File: src/hw/rtl/wpmc_pkg.sv
// Shared constants, types and the exponential table of the weighted particle
// mean and covariance core. No dependencies; every other file but wpmc_ram imports it.

package wpmc_pkg;

  // Store size and exponential table resolution.
  localparam int MAX_PARTICLES  = 1024;
  localparam int EXP_TABLE_BITS = 8;
  localparam int ROM_SIZE       = (1 << EXP_TABLE_BITS) + 1;
  localparam int ROM_IDX_W      = EXP_TABLE_BITS + 1;
  localparam int ROM_W          = 32;
  localparam int FRAC_SH        = 16 - EXP_TABLE_BITS;
  localparam int ADDR_W         = $clog2(MAX_PARTICLES);
  localparam int CNT_W          = ADDR_W + 1;

  // Field widths.
  localparam int POS_W = 32;
  localparam int LW_W  = 22;
  localparam int W_W   = 32;

  // Weight path: log_weight times log2(e) in Q16 gives a Q32 power of two.
  localparam int LOG2E_Q16     = 94548;
  localparam int LOGW_MAX      = 524287;
  localparam int PROD_W        = 41;
  localparam int K_W           = PROD_W - 32;
  localparam int W_SHIFT_BIAS  = 10;

  // Accumulators and divider.
  localparam int POS_ACC_W = 2 * POS_W + 1 + CNT_W;
  localparam int WSUM_W    = 64;
  localparam int NUM_W     = 128;
  localparam int DEN_W     = 64;
  localparam int Q_W       = 64;
  localparam int STEP_W    = $clog2(NUM_W);
  localparam int E_W       = POS_W + 1;
  localparam int EP_W      = 2 * E_W;

  // Queue between the front and the back.
  localparam int QDEPTH = 8;
  localparam int QPTR_W = $clog2(QDEPTH);

  // Stream widths.
  localparam int IN_TDATA_W  = 120;
  localparam int OUT_TDATA_W = 480;
  localparam int OUT_TUSER_W = 2;

  // Result status codes.
  localparam logic [1:0] STATUS_OK          = 2'd0;
  localparam logic [1:0] STATUS_ZERO_WEIGHT = 2'd1;
  localparam logic [1:0] STATUS_OVERFLOW    = 2'd2;

  // One particle with its linear weight, as handed from the front to the back.
  typedef struct packed {
    logic signed [POS_W-1:0] pos_x;
    logic signed [POS_W-1:0] pos_y;
    logic signed [POS_W-1:0] pos_z;
    logic [W_W-1:0]          weight;
    logic                    last_item;
  } particle_t;

  // Divider request and response.
  typedef struct packed {
    logic                    start;
    logic signed [NUM_W-1:0] num;
    logic [DEN_W-1:0]        den;
  } div_req_t;

  typedef struct packed {
    logic           done;
    logic [Q_W-1:0] quot;
  } div_resp_t;

  typedef logic [ROM_W-1:0] exp_rom_t [ROM_SIZE];

  // Integer square root of a 64-bit value, one result bit per step.
  function automatic logic [63:0] isqrt64(input logic [63:0] v);
    logic [63:0] res;
    logic [63:0] bits;
    logic [63:0] rest;
    res  = '0;
    bits = 64'd1 << 62;
    rest = v;
    for (int s = 0; s < 32; s++) begin
      if (rest >= res + bits) begin
        rest = rest - (res + bits);
        res  = (res >> 1) + bits;
      end else begin
        res = res >> 1;
      end
      bits = bits >> 2;
    end
    return res;
  endfunction

  // Table of 2^(i/2^EXP_TABLE_BITS) in Q2.30, built from repeated square roots.
  function automatic exp_rom_t build_exp_rom();
    exp_rom_t    rom;
    logic [63:0] root [EXP_TABLE_BITS+1];
    logic [63:0] acc;
    root[0] = 64'd1 << 31;
    for (int b = 1; b <= EXP_TABLE_BITS; b++) begin
      root[b] = isqrt64(root[b-1] << 30);
    end
    for (int i = 0; i < ROM_SIZE; i++) begin
      acc = 64'd1 << 30;
      for (int b = 0; b <= EXP_TABLE_BITS; b++) begin
        if (((i >> b) & 1) != 0) begin
          acc = (acc * root[EXP_TABLE_BITS-b] + (64'd1 << 29)) >> 30;
        end
      end
      rom[i] = acc[ROM_W-1:0];
    end
    return rom;
  endfunction

  localparam exp_rom_t EXP_ROM = build_exp_rom();

endpackage

File: src/hw/rtl/wpmc_fifo.sv
// Short queue of weighted particles between the front and the back.
// Depends on wpmc_pkg.

module wpmc_fifo (
  input  logic                      clk,
  input  logic                      rst,
  input  logic                      push,
  input  wpmc_pkg::particle_t       push_item,
  input  logic                      pop,
  output logic                      out_valid,
  output wpmc_pkg::particle_t       out_item,
  output logic [wpmc_pkg::QPTR_W:0] count
);
  import wpmc_pkg::*;

  particle_t         slots [QDEPTH];
  logic [QPTR_W-1:0] wr_ptr;
  logic [QPTR_W-1:0] rd_ptr;

  assign out_valid = (count != '0);
  assign out_item  = slots[rd_ptr];

  // Pointers and fill level; the front never pushes into a full queue.
  always_ff @(posedge clk) begin
    if (rst) begin
      wr_ptr <= '0;
      rd_ptr <= '0;
      count  <= '0;
    end else begin
      if (push) begin
        wr_ptr <= wr_ptr + QPTR_W'(1);
      end
      if (pop) begin
        rd_ptr <= rd_ptr + QPTR_W'(1);
      end
      count <= count + (QPTR_W+1)'(push) - (QPTR_W+1)'(pop);
    end
  end

  // Entry storage.
  always_ff @(posedge clk) begin
    if (push) begin
      slots[wr_ptr] <= push_item;
    end
  end

endmodule

File: config.mk
export PLATFORM = sky130hd
export DESIGN_NAME = wpmc_fifo
export DESIGN_NICKNAME = d
export VERILOG_FILES = /design/src/hw/rtl/wpmc_pkg.sv /design/src/hw/rtl/wpmc_fifo.sv
export SDC_FILE = /design/constraint.sdc
export NUM_CORES = 1
export LEC_CHECK = 0
export ABC_AREA = 1
export BUFFER_PORTS_ARGS = -buffer_cell sky130_fd_sc_hd__buf_2
export CAP_MARGIN = 40
export CORE_UTILIZATION = 50
export DETAILED_ROUTE_END_ITERATION = 7
export PLACE_DENSITY = 0.68
export SYNTH_ARGS = -nofsm -noshare
export SYNTH_HDL_FRONTEND = slang
export SYNTH_SLANG_ARGS = --single-unit
File: constraint.sdc
create_clock -name clk -period 9.8 [get_ports clk]
set_input_delay 1.47 -clock clk [delete_from_list [all_inputs] [get_ports clk]]
set_output_delay 1.47 -clock clk [all_outputs]
set_load 0.02 [all_outputs]
==> flow_summary.json <==
{
  "dr.first_iter.drc_count": 2252,
  "num_rows": 109,
  "slowest_delay_ps": 730,
  "skew_ps": 13.6,
  "synth-seq-cells": 1045,
  "cts_sinks": 1045,
  "wl_um": 101000,
  "cts_inserted_buffers": 105,
  "outcome": "complete, no violations",
  "finalSetupViolations": 0,
  "required_ps": 8330,
  "slowest_stage": "buf_4",
  "drv_slew": 0,
  "layout_commonest_cell": "nand2_1",
  "h-tree-depth": 3,
  "core_um2": 89100,
  "gr-usage-all-layers_pct": 22.1,
  "wire_per_inst_um": 16.8,
  "die_area_um2": 91700,
  "yosysTopAreaCell": "edfxtp_1",
  "hp-class": "reg2reg",
  "postCtsSetupBuffers": 0,
  "syn_inst": 4537,
  "hold_viol": 0,
  "synth_top_area_share_pct": 68.5,
  "first_global_vias": 28000,
  "finalNonFillerCells": 6019,
  "holdWs_ps": 512,
  "final_cell_mix": "nand2_1, inv_1, edfxtp_1",
  "postLayoutCellArea_um2": 51300,
  "rsz0062_at_grt": "false",
  "ant_nets": 0,
  "p_leak_nw": 23.6,
  "ir_worst_vdd_mv": 0.172,
  "fmax_ghz": 0.175,
  "worst_pin_slew_ps": 1090,
  "initial_utilization_pct": 50.8,
  "synth_area_um2": 45200,
  "maxCapViolations": 0,
  "ctsResizeCount": 0,
  "cts_root_buf": "clkbuf_16",
  "critical_path_buf_inv_count": 6,
  "dp.cells": 5816,
  "yosysSeqAreaShare_pct": 69.1,
  "die_w_um": 303,
  "die_h_um": 303,
  "path_class": "reg2out",
  "path_clk_slew_ps": 60,
  "synth_nets": 4678,
  "drcViolationCount": 0,
  "fin_crit_ps": 5720,
  "synth.area.top_cells": "edfxtp_1, nand2_1, inv_1",
  "ctsHoldBuffers": 0,
  "yosys_warnings": 0,
  "via_count": 29400,
  "period_share_pct": 58.4,
  "total_power_mw": 10.1,
  "grt_pass1_wl_um": 156000,
  "antenna_found_initial": 19,
  "cts_tree": "yes",
  "tns_ps": 0,
  "grt-ovfl-total": 0,
  "nets": 4899,
  "cp-start-kind": "register",
  "ios": 267,
  "layout-drive-gt1-share_pct": 9.73,
  "portBuffers": 266,
  "clk_latency_ps": 670,
  "p_per_area_nw_per_um2": 196,
  "worst_path_most_repeated_cell": "nand2_1",
  "hpwl_um": 52000,
  "max_slew_margin_pct": 27.2,
  "path_max_fanout": 78,
  "synthToLayoutAreaGrowth_pct": 13.5,
  "vias_per_cell": 4.88,
  "drtPass1Iterations": 5,
  "crit_path_cell_trace": "buf_4 -> buf_16 -> buf_4 -> buf_12 -> buf_4 -> nand2_1 -> nand3_1 -> nand2_1 -> nand2_1 -> nand2_1 -> buf_2",
  "clock_path_buffers": 3,
  "cp_top_family": "buffers and inverters",
  "avgSynthCellArea_um2": 9.97,
  "worstPathArrival_ps": 4250,
  "grt_max_degree": 177,
  "end_kind": "output pin",
  "synthDistinctLibCells": 18,
  "gp_congestion": 0.740,
  "post_dp_cell_area_um2": 48000
}
## cell usage after synthesis, drive strengths merged
| library cell | count |
|---|---|
| xnor2 | 1 |
| nand2 | 1688 |
| nor2 | 16 |
| dfxtp | 13 |
| a21oi | 6 |
| ha | 7 |
| edfxtp | 1032 |
| clkbuf | 72 |
| buf | 127 |
| inv | 1049 |
| o21ai | 3 |
| fa | 1 |
| nand3 | 519 |
| or2 | 2 |
| xor2 | 1 |
## registers in the layout, indices dropped and copies added (netlist names), named ones only
signal and cells:
slots 1032, wr_ptr 3, rd_ptr 3, count 4
## metal layers
metal | routed length (um) | global-route usage [%]
met2 | 50500 | 38.6
met3 | 6150 | 4.00
met1 | 41800 | 27.9
met4 | 2340 | 7.04
met5 | 132 | 0
## metrics by stage
| step | util (%) | worst slack, ps |
|---|---|---|
| after global routing | 57.6 | 3780 |
| after CTS | 57.6 | 4030 |
| after detailed placement | 53.9 | 4780 |
| after global placement | 53.4 | 4430 |
| after floorplan | - | 1980 |
| final | 57.6 | 4080 |
## final timing paths
kind / from / end / slack [ps] / cells past startpoint
worst max-delay path: register / out_item[70] / 4080 / 11
worst min-delay path: wr_ptr[0]$_SDFFE_PP0P_ / wr_ptr[0]$_SDFFE_PP0P_ / 510 / 2
worst max register to register: wr_ptr[0]$_SDFFE_PP0P_ / slots[6][52]$_DFFE_PP_ / 6570 / 4
worst min register to register: wr_ptr[0]$_SDFFE_PP0P_ / wr_ptr[0]$_SDFFE_PP0P_ / 510 / 2
## cell families (layout without fill, tap and decap cells)
kind of cell               Yosys count  in the layout  share of synthesized area (%)
AOI/OAI and AO/OA                    9              9                         0.0996
adders and majority gates            8              8                          0.238
DFF                               1045           1045                           69.1
and+or+nand+nor                   2225           2225                           19.9
xor gates and xnor gates             2              2                         0.0387
other                                0             11                              0
buffers and inverters             1248           1554                           10.6
## worst reg2reg max path, cell delays in order, from the launching register on
cell     delay, ps
dfxtp_1        330
or2_2          410
nor2_4         560
buf_4          740
buf_4          730
## cell type report
cell class / count / area [um^2]
clock buffers: 131 / 2750
clock inverters: 61 / 572
inverters: 1049 / 3960
fillers: 7361 / 37700
flip-flops and latches: 1045 / 31300
multi-input cells: 2244 / 9240
repair buffers: 313 / 2080
well taps: 1165 / 1460
diodes: 11 / 27.5
## report_power, final
group          internal, mW  switching, mW
sequential             5.02         0.0379
combinational         0.326          0.793
clock                  2.24           1.65
(Power assumes the default switching activity.)
