==> src/hw/rtl/wpmc_pkg.sv <==
// Shared constants, types and the exponential table of the weighted particle
// mean and covariance core. No dependencies; every other file but wpmc_ram imports it.

package wpmc_pkg;

  // Store size and exponential table resolution.
  localparam int MAX_PARTICLES  = 1024;
  localparam int EXP_TABLE_BITS = 8;
  localparam int ROM_SIZE       = (1 << EXP_TABLE_BITS) + 1;
  localparam int ROM_IDX_W      = EXP_TABLE_BITS + 1;
  localparam int ROM_W          = 32;
  localparam int FRAC_SH        = 16 - EXP_TABLE_BITS;
  localparam int ADDR_W         = $clog2(MAX_PARTICLES);
  localparam int CNT_W          = ADDR_W + 1;

  // Field widths.
  localparam int POS_W = 32;
  localparam int LW_W  = 22;
  localparam int W_W   = 32;

  // Weight path: log_weight times log2(e) in Q16 gives a Q32 power of two.
  localparam int LOG2E_Q16     = 94548;
  localparam int LOGW_MAX      = 524287;
  localparam int PROD_W        = 41;
  localparam int K_W           = PROD_W - 32;
  localparam int W_SHIFT_BIAS  = 10;

  // Accumulators and divider.
  localparam int POS_ACC_W = 2 * POS_W + 1 + CNT_W;
  localparam int WSUM_W    = 64;
  localparam int NUM_W     = 128;
  localparam int DEN_W     = 64;
  localparam int Q_W       = 64;
  localparam int STEP_W    = $clog2(NUM_W);
  localparam int E_W       = POS_W + 1;
  localparam int EP_W      = 2 * E_W;

  // Queue between the front and the back.
  localparam int QDEPTH = 8;
  localparam int QPTR_W = $clog2(QDEPTH);

  // Stream widths.
  localparam int IN_TDATA_W  = 120;
  localparam int OUT_TDATA_W = 480;
  localparam int OUT_TUSER_W = 2;

  // Result status codes.
  localparam logic [1:0] STATUS_OK          = 2'd0;
  localparam logic [1:0] STATUS_ZERO_WEIGHT = 2'd1;
  localparam logic [1:0] STATUS_OVERFLOW    = 2'd2;

  // One particle with its linear weight, as handed from the front to the back.
  typedef struct packed {
    logic signed [POS_W-1:0] pos_x;
    logic signed [POS_W-1:0] pos_y;
    logic signed [POS_W-1:0] pos_z;
    logic [W_W-1:0]          weight;
    logic                    last_item;
  } particle_t;

  // Divider request and response.
  typedef struct packed {
    logic                    start;
    logic signed [NUM_W-1:0] num;
    logic [DEN_W-1:0]        den;
  } div_req_t;

  typedef struct packed {
    logic           done;
    logic [Q_W-1:0] quot;
  } div_resp_t;

  typedef logic [ROM_W-1:0] exp_rom_t [ROM_SIZE];

  // Integer square root of a 64-bit value, one result bit per step.
  function automatic logic [63:0] isqrt64(input logic [63:0] v);
    logic [63:0] res;
    logic [63:0] bits;
    logic [63:0] rest;
    res  = '0;
    bits = 64'd1 << 62;
    rest = v;
    for (int s = 0; s < 32; s++) begin
      if (rest >= res + bits) begin
        rest = rest - (res + bits);
        res  = (res >> 1) + bits;
      end else begin
        res = res >> 1;
      end
      bits = bits >> 2;
    end
    return res;
  endfunction

  // Table of 2^(i/2^EXP_TABLE_BITS) in Q2.30, built from repeated square roots.
  function automatic exp_rom_t build_exp_rom();
    exp_rom_t    rom;
    logic [63:0] root [EXP_TABLE_BITS+1];
    logic [63:0] acc;
    root[0] = 64'd1 << 31;
    for (int b = 1; b <= EXP_TABLE_BITS; b++) begin
      root[b] = isqrt64(root[b-1] << 30);
    end
    for (int i = 0; i < ROM_SIZE; i++) begin
      acc = 64'd1 << 30;
      for (int b = 0; b <= EXP_TABLE_BITS; b++) begin
        if (((i >> b) & 1) != 0) begin
          acc = (acc * root[EXP_TABLE_BITS-b] + (64'd1 << 29)) >> 30;
        end
      end
      rom[i] = acc[ROM_W-1:0];
    end
    return rom;
  endfunction

  localparam exp_rom_t EXP_ROM = build_exp_rom();

endpackage

==> src/hw/rtl/wpmc_div.sv <==
// Shared restoring divider: signed 128-bit numerator by unsigned 64-bit
// divisor, rounded to nearest and saturated to 64 bits. Depends on wpmc_pkg.

module wpmc_div (
  input  logic                 clk,
  input  logic                 rst,
  input  wpmc_pkg::div_req_t   req,
  output wpmc_pkg::div_resp_t  resp
);
  import wpmc_pkg::*;

  localparam logic [1:0] DV_IDLE = 2'd0;
  localparam logic [1:0] DV_PREP = 2'd1;
  localparam logic [1:0] DV_RUN  = 2'd2;
  localparam logic [1:0] DV_FIN  = 2'd3;

  logic [1:0]        state;
  logic              neg;
  logic [NUM_W-1:0]  nq;
  logic [DEN_W-1:0]  den;
  logic [DEN_W-1:0]  rem;
  logic [STEP_W-1:0] step;
  logic [DEN_W:0]    rem_sh;
  logic              qbit;
  logic [Q_W-1:0]    qh;
  logic [Q_W-1:0]    ql;
  logic [Q_W-1:0]    quot_next;

  // One quotient bit per cycle.
  assign rem_sh = {rem, nq[NUM_W-1]};
  assign qbit   = (rem_sh >= {1'b0, den});

  // Saturate the magnitude quotient into the signed 64-bit range.
  assign qh = nq[NUM_W-1:Q_W];
  assign ql = nq[Q_W-1:0];
  always_comb begin
    if (neg) begin
      if (qh != '0 || ql > {1'b1, {(Q_W-1){1'b0}}}) begin
        quot_next = {1'b1, {(Q_W-1){1'b0}}};
      end else begin
        quot_next = -ql;
      end
    end else begin
      if (qh != '0 || ql > {1'b0, {(Q_W-1){1'b1}}}) begin
        quot_next = {1'b0, {(Q_W-1){1'b1}}};
      end else begin
        quot_next = ql;
      end
    end
  end

  always_ff @(posedge clk) begin
    if (rst) begin
      state     <= DV_IDLE;
      resp.done <= 1'b0;
    end else begin
      resp.done <= 1'b0;
      case (state)
        DV_IDLE: begin
          if (req.start) begin
            state <= DV_PREP;
          end
        end
        DV_PREP: begin
          state <= DV_RUN;
        end
        DV_RUN: begin
          if (step == STEP_W'(NUM_W - 1)) begin
            state <= DV_FIN;
          end
        end
        DV_FIN: begin
          resp.done <= 1'b1;
          state     <= DV_IDLE;
        end
        default: begin
          state <= DV_IDLE;
        end
      endcase
    end
  end

  // Datapath: take the magnitude, add half the divisor, then shift out.
  always_ff @(posedge clk) begin
    case (state)
      DV_IDLE: begin
        neg <= req.num[NUM_W-1];
        nq  <= req.num[NUM_W-1] ? -req.num : req.num;
        den <= req.den;
      end
      DV_PREP: begin
        nq   <= nq + NUM_W'(den >> 1);
        rem  <= '0;
        step <= '0;
      end
      DV_RUN: begin
        rem  <= qbit ? DEN_W'(rem_sh - {1'b0, den}) : rem_sh[DEN_W-1:0];
        nq   <= {nq[NUM_W-2:0], qbit};
        step <= step + STEP_W'(1);
      end
      DV_FIN: begin
        resp.quot <= quot_next;
      end
      default: begin
        nq <= nq;
      end
    endcase
  end

endmodule

==> config.mk <==
export PLATFORM = sky130hd
export DESIGN_NAME = wpmc_div
export DESIGN_NICKNAME = d
export VERILOG_FILES = /design/src/hw/rtl/wpmc_pkg.sv /design/src/hw/rtl/wpmc_div.sv
export SDC_FILE = /design/constraint.sdc
export NUM_CORES = 1
export LEC_CHECK = 0
export ABC_CLOCK_PERIOD_IN_PS = 6800
export BUFFER_PORTS_ARGS = -buffer_cell sky130_fd_sc_hd__buf_2
export CORE_MARGIN = 1
export CORE_UTILIZATION = 35
export DETAILED_ROUTE_END_ITERATION = 7
export PLACE_DENSITY_LB_ADDON = 0.2
export SLEW_MARGIN = 20
export SYNTH_ARGS = -nofsm -noshare
export SYNTH_HDL_FRONTEND = slang
export SYNTH_SLANG_ARGS = --single-unit
==> constraint.sdc <==
create_clock -name clk -period 6.8 [get_ports clk]
set_input_delay 0.34 -clock clk [delete_from_list [all_inputs] [get_ports clk]]
set_output_delay 0.34 -clock clk [all_outputs]
set_load 0.01 [all_outputs]
==> reports/metrics.yaml <==
run_status: "finished clean"
cts_buffer_depth: 3
fin_area_um2: 32100
clkLatencyLatePin_ns: 0.59
clk_pin_slew_worst_paths_ns: 0.06
gp_congestion: 0.980
drtPass1Iterations: 5
rows: 102
layout_commonest_cell: "edfxtp_1"
synth_seq_cells: 331
h-tree-depth: 2
synthFlopType: "edfxtp_1"
holdWs_ns: 0.0221
clock_sinks: 331
die_y_um: 284
grt_usage_pct: 25.9
crit_fanout: 12
die_w_um: 284
slew_headroom_pct: 22.4
hp-class: "primary input to register"
slew_violations: 0
fin_tns_setup_ns: 0
r2r_slack_ns: 1.67
ioPinCount: 260
start_util_pct: 35.7
worstMarginPinSlew_ns: 1.16
drv_cap: 0
yosys_warnings: 0
path_cells: "ha_1 > nand4_1 > nor4_1 > nand4_1 > nor2_1 > o2111ai_1 > a31oi_1 > o21ai_1 > nor4_1 > mux2i_1 > a31oi_1"
worst_ep_arrival_time_ns: 5.42
slowest_stage: "nor4_1"
synth.net_count: 3559
grt_pass1_wl_um: 160000
dpl.cell_count: 4375
syn_inst: 3226
grt_max_degree: 161
synth_edf_count: 328
layout.cells.non_filler: 4523
tritoncts: "done"
fin_skew_ns: 0.0316
layout_setup_ws_ns: 1.67
ant_nets: 0
drc_errors: 0
cts_setup_buffers: 0
setup_viol: 0
critical_path_class: "register to register"
drt_iter0_markers: 2824
avgSynthCellArea_um2: 8.62
vias_per_cell: 6.00
dpl-instance-area_um2: 30100
required_ns: 7.09
power.leakage_nw: 12.0
slowest_delay_ns: 0.73
ys_types: 79
netlist_area_um2: 27800
most-common-layout-cells: "328 x edfxtp_1, 313 x nand2_1, 280 x nor2_1, 258 x buf_2"
post_drt_wl_per_cell_um: 23.9
die-area_um2: 80600
drt_wl_total_um: 108000
grt_overflow: 0
grt_pass1_vias: 24975
clock-root-buffer: "clkbuf_16"
vias: 27153
fillCellCount: 7866
synth-async-reset-ratio_pct: 0
numPortBuffers: 259
place_hpwl_um: 82800
fin_crit_ns: 5.13
pwr_density_cell_nw_per_um2: 549
end_kind: "register"
place_ws_ns: 1.74
fin_crit_sh_pct: 75.5
nets: 3778
ir_drop_mv: 0.307
antenna_found_initial: 4
fmax_mhz: 195
drive_gt1_share_pct: 12.1
cts_made_buffers: 44
core-area_um2: 78000
rsz0062_at_grt: "no"
worstSetupStartpointType: "register"
seq_area_frac_synth_pct: 35.6
hold_viol: 0
area_growth_pct: 15.4
path summary, 6_finish.rpt:
check | from | endpoint | cells past startpoint
hold / removal | req[47] | den[47] | 1
hold reg to reg | step[0] | step[0] | 1
setup / recovery | nq[53] | nq[95] | 11
setup reg to reg | nq[53] | nq[95] | 11
state kept, by name, indices dropped and copies added, names as in the netlist:
| signal | cells |
|---|---|
| nq | 128 |
| resp | 65 |
| den | 64 |
| rem | 64 |
| step | 7 |
| state | 2 |
| neg | 1 |
through the flow:
| stage | power [mW] | util [%] |
|---|---|---|
| 6_report | 17.6 | 41.2 |
| 2_1_floorplan | 11.8 | - |
| 3_3_place_gp | 15.1 | 38.5 |
| 3_5_place_dp | 15.0 | 38.5 |
| 5_1_grt | 18.8 | 41.2 |
| 4_1_cts | 17.5 | 41.1 |
Yosys cell counts, types with 6 or more instances:
| master | instances | area share, % |
|---|---|---|
| nand4_1 | 78 | 1.8 |
| a22oi_1 | 44 | 1.2 |
| a211oi_1 | 21 | 0.57 |
| buf_1 | 23 | 0.31 |
| a31oi_1 | 30 | 0.68 |
| a221oi_1 | 10 | 0.32 |
| nand3_1 | 76 | 1.4 |
| or2_2 | 31 | 0.70 |
| ha_1 | 136 | 6.1 |
| nor3b_1 | 10 | 0.27 |
| inv_1 | 123 | 1.7 |
| nor2b_1 | 19 | 0.43 |
| nand2_1 | 314 | 4.2 |
| edfxtp_1 | 328 | 35 |
| a21boi_0 | 6 | 0.16 |
| a21o_1 | 54 | 1.5 |
| xnor2_1 | 166 | 5.2 |
| and3_1 | 42 | 0.95 |
| o211ai_1 | 15 | 0.41 |
| o41ai_1 | 19 | 0.60 |
| mux2i_1 | 54 | 1.9 |
| o221ai_1 | 47 | 1.5 |
| clkbuf_1 | 156 | 2.1 |
| nand2b_1 | 25 | 0.56 |
| and2_1 | 14 | 0.32 |
| or3_1 | 64 | 1.4 |
| nor3_1 | 82 | 1.5 |
| o211a_1 | 8 | 0.29 |
| nor2_1 | 282 | 3.8 |
| xor2_1 | 127 | 4.0 |
| o22ai_1 | 13 | 0.29 |
| and4_1 | 9 | 0.28 |
| o311ai_0 | 47 | 1.5 |
| a21oi_1 | 233 | 4.2 |
| nor4_1 | 62 | 1.4 |
| o31ai_1 | 49 | 1.3 |
| or4_1 | 39 | 1.1 |
| o21ai_0 | 234 | 4.2 |
| a41oi_1 | 7 | 0.22 |
| o21a_1 | 21 | 0.57 |
| o21bai_1 | 28 | 0.76 |
final cells by class:
cell class | count | area, µm² | share of cell area [%]
diodes | 4 | 10.0 | 0.0312
inverters | 124 | 468 | 1.46
clock inverters | 27 | 219 | 0.682
clock buffers | 53 | 1180 | 3.66
well taps | 1040 | 1300 | 4.05
flip-flops and latches | 331 | 9910 | 30.9
multi-input cells | 2591 | 16800 | 52.4
repair buffers | 353 | 2180 | 6.79
what timing repair did:
item | in CTS | in global routing
hold buffers | 63 | 1
hold endpoints to repair | 65 | 1
resized for setup | 0 | 0
metal layers:
layer	GRT usage [%]	share of wire [%]	up-vias
met2	41.0	45	1280
met5	0	0	-
met3	4.02	8.3	138
li1	-	-	12645
met4	7.28	2.7	0
met1	36.2	44	13090
where the power goes:
| part | total (mW) | internal, mW | switching, mW | leakage (nW) |
|---|---|---|---|---|
| combinational | 10.5 | 3.93 | 6.57 | 7.98 |
| clock | 2.32 | 1.34 | 0.977 | 0.694 |
| sequential | 4.81 | 3.52 | 1.29 | 3.35 |
worst max-delay path: cells and delay by family (launching register included):
| family | cells | cell delay (ns) |
|---|---|---|
| AOI/OAI and AO/OA | 4 | 1.42 |
| adders and majority gates | 1 | 0.58 |
| DFF | 1 | 0.55 |
| muxes | 1 | 0.26 |
| and+or+nand+nor | 5 | 2.02 |
logic make-up after synthesis:
group / Yosys count / share of synthesized area, %
muxes: 54 / 1.94
buffers and inverters: 304 / 4.12
adders and majority gates: 138 / 6.26
and+or+nand+nor: 1167 / 20.7
DFF: 331 / 35.6
AOI/OAI and AO/OA: 939 / 22.1
xor gates and xnor gates: 293 / 9.23
(Power assumes the default switching activity.)
